$ cat config.mk
export PLATFORM = sky130hd
export DESIGN_NAME = utf8_stream_decoder
export DESIGN_NICKNAME = d
export VERILOG_FILES = /design/src/design/u8d_pkg.sv /design/src/design/u8d_front.sv /design/src/design/u8d_cmd_fifo.sv /design/src/design/u8d_back.sv /design/src/design/utf8_stream_decoder.sv
export SDC_FILE = /design/constraint.sdc
export NUM_CORES = 1
export LEC_CHECK = 0
export BUFFER_PORTS_ARGS = -buffer_cell sky130_fd_sc_hd__buf_2
export CAP_MARGIN = 20
export CELL_PAD_IN_SITES_DETAIL_PLACEMENT = 0
export CELL_PAD_IN_SITES_GLOBAL_PLACEMENT = 1
export CORE_ASPECT_RATIO = 1.2
export CORE_MARGIN = 8
export CORE_UTILIZATION = 25
export CTS_BUF_LIST = sky130_fd_sc_hd__clkbuf_8 sky130_fd_sc_hd__clkbuf_16
export DETAILED_ROUTE_END_ITERATION = 6
export PLACE_DENSITY = 0.44
export RECOVER_POWER = 100
export SETUP_SLACK_MARGIN = 0.2
export SLEW_MARGIN = 40
export SYNTH_ARGS = -nofsm -noshare
export SYNTH_HDL_FRONTEND = slang
export SYNTH_SLANG_ARGS = --single-unit
$ cat constraint.sdc
create_clock -name clk_i -period 7.38 [get_ports clk_i]
set_input_delay 0.738 -clock clk_i [delete_from_list [all_inputs] [get_ports clk_i]]
set_output_delay 0.738 -clock clk_i [all_outputs]
set_load 0.02 [all_outputs]
$ cat src/design/u8d_pkg.sv
// Shared types and constants for the UTF-8 stream decoder.
// No dependencies; imported by the front, queue and back modules.
package u8d_pkg;

  localparam int unsigned HeldMax  = 5;
  localparam int unsigned CmdDepth = 2;

  localparam logic [7:0] ByteAsciiEnd = 8'h80;
  localparam logic [7:0] ByteLeadMin  = 8'hC2;
  localparam logic [7:0] ByteLead3    = 8'hE0;
  localparam logic [7:0] ByteLead4    = 8'hF0;
  localparam logic [7:0] ByteLead5    = 8'hF8;
  localparam logic [7:0] ByteLead6    = 8'hFC;
  localparam logic [7:0] ByteBadMin   = 8'hFE;
  localparam logic [7:0] MinSecond3   = 8'hA0;
  localparam logic [7:0] MinSecond4   = 8'h90;
  localparam logic [7:0] MinSecond5   = 8'h88;
  localparam logic [7:0] MinSecond6   = 8'h84;
  localparam logic [1:0] ContTag      = 2'b10;

  typedef enum logic [1:0] {
    FRESH_ASCII,
    FRESH_RAW,
    FRESH_LEAD
  } fresh_e;

  typedef struct packed {
    fresh_e      kind;
    logic [2:0]  len;
    logic [4:0]  payload;
  } fresh_t;

  // One request from the front: replay of held bytes, then an optional final result.
  typedef struct packed {
    logic [2:0]            flush_cnt;
    logic [HeldMax-1:0][7:0] flush_bytes;
    logic                  has_final;
    logic [30:0]           cp;
    logic [2:0]            len;
    logic                  err;
  } cmd_t;

  function automatic fresh_t u8d_classify(input logic [7:0] b, input logic eot);
    fresh_t f;
    f.kind    = FRESH_LEAD;
    f.len     = 3'd1;
    f.payload = 5'd0;
    if (b < ByteAsciiEnd) begin
      f.kind = FRESH_ASCII;
    end else if (b < ByteLeadMin || b >= ByteBadMin || eot) begin
      f.kind = FRESH_RAW;
    end else if (b < ByteLead3) begin
      f.len = 3'd2; f.payload = b[4:0];
    end else if (b < ByteLead4) begin
      f.len = 3'd3; f.payload = {1'b0, b[3:0]};
    end else if (b < ByteLead5) begin
      f.len = 3'd4; f.payload = {2'b0, b[2:0]};
    end else if (b < ByteLead6) begin
      f.len = 3'd5; f.payload = {3'b0, b[1:0]};
    end else begin
      f.len = 3'd6; f.payload = {4'b0, b[0]};
    end
    return f;
  endfunction

  function automatic logic u8d_overlong(input logic [7:0] lead, input logic [7:0] second);
    logic r;
    r = 1'b0;
    if (lead == ByteLead3) r = second < MinSecond3;
    if (lead == ByteLead4) r = second < MinSecond4;
    if (lead == ByteLead5) r = second < MinSecond5;
    if (lead == ByteLead6) r = second < MinSecond6;
    return r;
  endfunction

endpackage

$ cat src/design/u8d_front.sv
// Front end: accepts bytes, tracks the open sequence and issues result requests.
// Depends on u8d_pkg.
module u8d_front import u8d_pkg::*; (
  input  logic       clk_i,
  input  logic       rst_ni,
  input  logic       take_i,
  input  logic [7:0] in_byte_i,
  input  logic       end_of_text_i,
  output logic       cmd_valid_o,
  output cmd_t       cmd_o
);

  logic [HeldMax-1:0][7:0] held_q;
  logic [2:0]  held_count_q, held_count_d;
  logic [2:0]  exp_len_q, exp_len_d;
  logic [30:0] accum_q, accum_d;
  logic        wr_en;
  logic [2:0]  wr_idx;

  fresh_t      fr;
  logic        seq_open;
  logic        cont_ok;
  logic [30:0] accum_ext;

  always_comb begin
    fr        = u8d_classify(in_byte_i, end_of_text_i);
    seq_open  = (held_count_q != 3'd0) && (exp_len_q > held_count_q);
    cont_ok   = (in_byte_i[7:6] == ContTag) &&
                !((held_count_q == 3'd1) && u8d_overlong(held_q[0], in_byte_i));
    accum_ext = {accum_q[24:0], in_byte_i[5:0]};

    held_count_d      = held_count_q;
    exp_len_d         = exp_len_q;
    accum_d           = accum_q;
    wr_en             = 1'b0;
    wr_idx            = 3'd0;
    cmd_o.flush_cnt   = 3'd0;
    cmd_o.flush_bytes = held_q;
    cmd_o.has_final   = 1'b0;
    cmd_o.cp          = {23'd0, in_byte_i};
    cmd_o.len         = 3'd1;
    cmd_o.err         = 1'b0;

    if (!seq_open || !cont_ok) begin
      // broken or no sequence: replay what is held, then decode this byte afresh
      if (seq_open) cmd_o.flush_cnt = held_count_q;
      held_count_d = 3'd0;
      exp_len_d    = 3'd0;
      accum_d      = 31'd0;
      unique case (fr.kind)
        FRESH_ASCII: begin
          cmd_o.has_final = 1'b1;
        end
        FRESH_RAW: begin
          cmd_o.has_final = 1'b1;
          cmd_o.err       = 1'b1;
        end
        FRESH_LEAD: begin
          wr_en        = 1'b1;
          held_count_d = 3'd1;
          exp_len_d    = fr.len;
          accum_d      = {26'd0, fr.payload};
        end
        default: ;
      endcase
    end else if (held_count_q + 3'd1 == exp_len_q) begin
      cmd_o.has_final = 1'b1;
      cmd_o.cp        = accum_ext;
      cmd_o.len       = exp_len_q;
      held_count_d    = 3'd0;
      exp_len_d       = 3'd0;
      accum_d         = 31'd0;
    end else if (end_of_text_i) begin
      // truncated at end of text
      cmd_o.flush_cnt = held_count_q;
      cmd_o.has_final = 1'b1;
      cmd_o.err       = 1'b1;
      held_count_d    = 3'd0;
      exp_len_d       = 3'd0;
      accum_d         = 31'd0;
    end else begin
      wr_en        = 1'b1;
      wr_idx       = held_count_q;
      held_count_d = held_count_q + 3'd1;
      accum_d      = accum_ext;
    end

    cmd_valid_o = (cmd_o.flush_cnt != 3'd0) || cmd_o.has_final;
  end

  always_ff @(posedge clk_i or negedge rst_ni) begin
    if (!rst_ni) begin
      held_count_q <= 3'd0;
      exp_len_q    <= 3'd0;
      accum_q      <= 31'd0;
    end else if (take_i) begin
      held_count_q <= held_count_d;
      exp_len_q    <= exp_len_d;
      accum_q      <= accum_d;
    end
  end

  always_ff @(posedge clk_i) begin
    if (take_i && wr_en) begin
      held_q[wr_idx] <= in_byte_i;
    end
  end

`ifndef NO_ASSERTIONS
  a_held_bound: assert property (@(posedge clk_i) disable iff (!rst_ni)
    held_count_q <= 3'(HeldMax))
    else $error("held byte count out of range");

  a_eot_idle: assert property (@(posedge clk_i) disable iff (!rst_ni)
    (take_i && end_of_text_i) |=> (held_count_q == 3'd0))
    else $error("sequence still open after end of text");
`endif

endmodule

$ cat src/design/u8d_cmd_fifo.sv
// Two-entry request queue between the front and the back end.
// Depends on u8d_pkg.
module u8d_cmd_fifo import u8d_pkg::*; (
  input  logic clk_i,
  input  logic rst_ni,
  input  logic wr_i,
  input  cmd_t wr_data_i,
  output logic full_o,
  input  logic rd_i,
  output logic valid_o,
  output cmd_t rd_data_o
);

  localparam int unsigned PtrW = $clog2(CmdDepth);

  cmd_t            slot_q [CmdDepth];
  logic [PtrW-1:0] wr_ptr_q, rd_ptr_q;
  logic [PtrW:0]   count_q;

  assign full_o    = count_q == (PtrW+1)'(CmdDepth);
  assign valid_o   = count_q != '0;
  assign rd_data_o = slot_q[rd_ptr_q];

  always_ff @(posedge clk_i or negedge rst_ni) begin
    if (!rst_ni) begin
      wr_ptr_q <= '0;
      rd_ptr_q <= '0;
      count_q  <= '0;
    end else begin
      if (wr_i) wr_ptr_q <= wr_ptr_q + 1'b1;
      if (rd_i) rd_ptr_q <= rd_ptr_q + 1'b1;
      if (wr_i && !rd_i)      count_q <= count_q + 1'b1;
      else if (!wr_i && rd_i) count_q <= count_q - 1'b1;
    end
  end

  always_ff @(posedge clk_i) begin
    if (wr_i) slot_q[wr_ptr_q] <= wr_data_i;
  end

`ifndef NO_ASSERTIONS
  a_no_overflow: assert property (@(posedge clk_i) disable iff (!rst_ni)
    !(wr_i && full_o))
    else $error("request queue overflow");
`endif

endmodule

$ cat src/design/u8d_back.sv
// Back end: plays out one request as a series of results, one per pop.
// Depends on u8d_pkg.
module u8d_back import u8d_pkg::*; (
  input  logic        clk_i,
  input  logic        rst_ni,
  input  logic        cmd_valid_i,
  input  cmd_t        cmd_i,
  output logic        cmd_done_o,
  output logic        empty,
  input  logic        pop,
  output logic [30:0] code_point_o,
  output logic [2:0]  seq_bytes_o,
  output logic        raw_error_o,
  output logic        last_of_run_o
);

  logic [2:0] idx_q;
  logic       in_flush;
  logic [7:0] flush_byte;
  logic       take;

  always_comb begin
    in_flush   = idx_q < cmd_i.flush_cnt;
    flush_byte = cmd_i.flush_bytes[idx_q];
    if (in_flush) begin
      code_point_o  = {23'd0, flush_byte};
      seq_bytes_o   = 3'd1;
      raw_error_o   = flush_byte[7];
      last_of_run_o = (idx_q == cmd_i.flush_cnt - 3'd1) && !cmd_i.has_final;
    end else begin
      code_point_o  = cmd_i.cp;
      seq_bytes_o   = cmd_i.len;
      raw_error_o   = cmd_i.err;
      last_of_run_o = 1'b1;
    end
  end

  assign empty      = !cmd_valid_i;
  assign take       = pop && cmd_valid_i;
  assign cmd_done_o = take && last_of_run_o;

  always_ff @(posedge clk_i or negedge rst_ni) begin
    if (!rst_ni) begin
      idx_q <= 3'd0;
    end else if (take) begin
      idx_q <= last_of_run_o ? 3'd0 : idx_q + 3'd1;
    end
  end

`ifndef NO_ASSERTIONS
  a_idx_in_range: assert property (@(posedge clk_i) disable iff (!rst_ni)
    cmd_valid_i |-> (idx_q < cmd_i.flush_cnt || (idx_q == cmd_i.flush_cnt && cmd_i.has_final)))
    else $error("replay index past end of request");

  a_idx_rewind: assert property (@(posedge clk_i) disable iff (!rst_ni)
    cmd_done_o |=> (idx_q == 3'd0))
    else $error("replay index not rewound after request");
`endif

endmodule

$ cat src/design/utf8_stream_decoder.sv
// Top level of the 31-bit, one-to-six byte UTF-8 stream decoder.
// Depends on u8d_pkg, u8d_front, u8d_cmd_fifo and u8d_back.

// Bytes enter through a queue-style port (push/full) and code points leave
// through another (empty/pop). The front end takes one byte per cycle as long
// as its two-entry request queue has room; a byte that only extends an open
// sequence makes no request. The back end gives one result per cycle, so a
// byte that causes n results (a decoded code point is one, an error replays up
// to five held bytes raw, then the breaking byte unless it opens a sequence)
// holds the output for n pops; long error bursts back up into full. The last
// result of each byte carries last_of_run; raw_error marks raw bytes >= 0x80.
module utf8_stream_decoder import u8d_pkg::*; (
  input  logic        clk_i,
  input  logic        rst_ni,
  input  logic        push,
  output logic        full,
  input  logic [7:0]  in_byte_i,
  input  logic        end_of_text_i,
  output logic        empty,
  input  logic        pop,
  output logic [30:0] code_point_o,
  output logic [2:0]  seq_bytes_o,
  output logic        raw_error_o,
  output logic        last_of_run_o
);

  logic take;
  logic req_valid;
  cmd_t req;
  logic head_valid;
  cmd_t head;
  logic head_done;

  assign take = push && !full;

  u8d_front u_front (
    .clk_i        (clk_i),
    .rst_ni       (rst_ni),
    .take_i       (take),
    .in_byte_i    (in_byte_i),
    .end_of_text_i(end_of_text_i),
    .cmd_valid_o  (req_valid),
    .cmd_o        (req)
  );

  u8d_cmd_fifo u_fifo (
    .clk_i    (clk_i),
    .rst_ni   (rst_ni),
    .wr_i     (take && req_valid),
    .wr_data_i(req),
    .full_o   (full),
    .rd_i     (head_done),
    .valid_o  (head_valid),
    .rd_data_o(head)
  );

  u8d_back u_back (
    .clk_i        (clk_i),
    .rst_ni       (rst_ni),
    .cmd_valid_i  (head_valid),
    .cmd_i        (head),
    .cmd_done_o   (head_done),
    .empty        (empty),
    .pop          (pop),
    .code_point_o (code_point_o),
    .seq_bytes_o  (seq_bytes_o),
    .raw_error_o  (raw_error_o),
    .last_of_run_o(last_of_run_o)
  );

endmodule

==> run metrics <==
ys flop type edfxtp_1; htree depth 1; DP Worst Slack 3280 ps; Area Overhead vs Synth 16.17%; worst-case reg-to-reg path depth 11; GRT Overall Usage 0.09762; Max-Cap Viols 3; top-area cell type share of the netlist area 0.6295; share of layout cells above drive strength 1 0.1168; gr ovfl total 0; Post-Route WL 21880 um; setup TNS 0 ps; Row Count 78; DIE HEIGHT 228.9 um; peak supply drop 189.8 uV; FMAX 187.0 MHz; post_cts resized 0; CP endpoint kind flip-flop; worst skew pair latency 550 ps; wire per inst 19.48 um; worst setup margin 2032 ps; Mapped Area 0.009445 mm^2; Avg Vias per Cell 4.388; cell area power density 388.1 mW/mm^2; DP Wirelength 13770 um; WS Path Type reg2reg; gpl congestion 0.7254; Final Setup Violations 0; Cell variety after synth 58; Yosys reg bits 236; CTS sink count 236; failing checks capacitance limit, slew limit; IO Pins 51; via count 4928; chip width 193.4 um; largest cells by area after synthesis edfxtp_1 (63%), dfrtp_1 (10%), mux2i_1 (5.4%); Post-synth EDFFs 198; Mapped Cells 558; part of the Yosys area used for sequential elements 0.7302; cell leakage power 3.877 nW; Hold Path Class reg2reg; crit-path max FO 34; CTS Buf Count 26; DRC 0; outcome finished, violations left; dominant cell type by area after synthesis edfxtp_1; Ys Warns 0; leading cell type in the layout, fill and taps excluded edfxtp_1; final instance area 0.01097 mm^2; CP arrival 5570 ps; Root Driver clkbuf_16; data required time of the worst path 7600 ps; Reg clk slew, reported paths 60 ps; clk buf depth 3; largest net degree at the start of global routing 54; IO buf count 50; Worst Min Path Start u_front.cmd_o[57]$_DFFE_PP_; Post-CTS Setup Bufs 0; Worst slew margin -0.5188; layout net count 647; first-pass GRT wire length 33520 um; Tmin final 5348 ps; initial antenna violation count 1; RSZ-0062 raised after global routing no; R2R Path End u_fifo.slot_q[0][76]$_DFFE_PP_; Initial Util 0.2514; post-synth net total 583; Max Slew Vio Count 95; hold path depth 0; Least-Margin Pin Slew 2278 ps; number of global-route vias before repair 5391; CTS tree yes; most frequent cells in the layout edfxtp_1 (198), mux2i_1 (51), clkbuf_1 (46); sink of the worst hold path u_fifo.slot_q[0][57]$_DFFE_PP_; antenna-violating nets left 0; Tcrit/Tclk final 0.7247; clock skew 23.46 ps; worst r2r src u_front.held_count_q[0]$_DFFE_PN0P_; Core Region 0.03757 mm^2; DP Area 0.01034 mm^2; DRT iter0 DRCs 322; die area 0.04428 mm^2; FFs w/ async S/R, synth 0.1610; Hold WS 445.5 ps; CTS Hold Bufs 0; Synth Area per Inst 16.93 um^2; r2r setup slk 2030 ps; final hold vios 0; critical path launch point type flip-flop; drt first pass iters 6
[area by class of cell]
cell class,instances,area [um^2]
fill,3719,26600
tap,480,600.6
antenna,1,2.502
sequential,236,6898
multi-input combinational,286,2328
clock inverter,20,118.9
timing repair buffer,60,301.5
inverter,12,45.04
clock buffer,28,678.2
[cells by family (layout without fill, tap and decap cells)]
logic type      Yosys count  count (layout)  synth area share
flops                   236             236            0.7302
mux                      73              73           0.09935
compound gates           72              72           0.06067
buf+inv                  36             120           0.01629
xor+xnor                  9               9          0.009935
simple gates            120             120           0.06769
fa+ha+maj                12              12           0.01590
other cells               0               1                 0
[synth_stat cells (3+ instances only)]
| cell type | count |
|---|---|
| nand2b_1 | 5 |
| mux2i_1 | 51 |
| o21ai_0 | 12 |
| nand3_1 | 5 |
| nor2b_1 | 4 |
| dfrtp_1 | 38 |
| nor2_1 | 35 |
| and4_1 | 3 |
| xnor2_1 | 3 |
| a22o_1 | 23 |
| o21a_1 | 3 |
| nand2_1 | 21 |
| nor3_1 | 3 |
| buf_2 | 9 |
| clkbuf_1 | 12 |
| xor2_1 | 5 |
| a21o_1 | 3 |
| inv_1 | 12 |
| and2_1 | 29 |
| a32o_1 | 3 |
| mux4_2 | 16 |
| o22ai_1 | 7 |
| mux2_2 | 4 |
| a21oi_1 | 3 |
| edfxtp_1 | 198 |
| ha_1 | 12 |
[how the worst max path moves through the flow]
stage / start / end / depth (start not counted)
floorplan: u_front.held_count_q[0]$_DFFE_PN0P_ / u_fifo.slot_q[1][0]$_DFFE_PP_ / 9
global placement: in_byte_i[3] / u_fifo.slot_q[1][76]$_DFFE_PP_ / 8
detailed placement: in_byte_i[3] / u_fifo.slot_q[1][56]$_DFFE_PP_ / 9
CTS: u_fifo.rd_ptr_q$_DFFE_PN0P_ / raw_error_o / 8
global route: u_front.held_count_q[0]$_DFFE_PN0P_ / u_fifo.slot_q[0][76]$_DFFE_PP_ / 11
finish: u_front.held_count_q[0]$_DFFE_PN0P_ / u_fifo.slot_q[0][76]$_DFFE_PP_ / 11
[through the flow]
| step | util | total power, mW | std cells |
|---|---|---|---|
| final | 0.2920 | 4.259 | 1123 |
| after global routing | 0.2920 | 4.517 | 1122 |
| after CTS | 0.2963 | 4.419 | 1121 |
| after detailed placement | 0.2751 | 3.211 | 1073 |
| after global placement | 0.2733 | 3.169 | 1071 |
| after floorplan | - | 2.707 | 558 |
[routing by layer]
metal / global-route usage / vias to the layer above / routed length [um]
met5: 0 / - / 0
met4: 0.03299 / 0 / 600
met3: 0.01915 / 29 / 743
met2: 0.1736 / 91 / 11070
met1: 0.1163 / 2524 / 9471
li1: - / 2284 / -
[where the power goes]
| group | total [mW] | leakage, nW | internal [mW] | switching [mW] |
|---|---|---|---|---|
| Combinational | 1.29 | 1.11 | 0.438 | 0.848 |
| Clock | 1.19 | 0.416 | 0.664 | 0.527 |
| Sequential | 1.78 | 2.35 | 1.67 | 0.108 |
| Total | 4.26 | 3.88 | 2.78 | 1.48 |
[state kept, by name (all words and copies together), names as in the netlist, 2 cells and up]
register and flops:
u_front.accum_q 25, u_fifo.count_q 2, u_front.held_count_q 3, u_front.cmd_o 40, u_front.exp_len_q 3, u_fifo.slot_q 158
u_back.idx_q 3
[worst max-delay path, stage by stage (launching register included)]
cell and delay [ps]:
dfrtp_1 570, inv_1 140, ha_1 350, xor2_1 170, or3_1 380, and4b_1 270
a21oi_1 390, a22oi_1 250, nor2_1 800, clkbuf_1 900, buf_4 460, buf_12 270
Note: power is estimated with default switching activity, not from simulation.
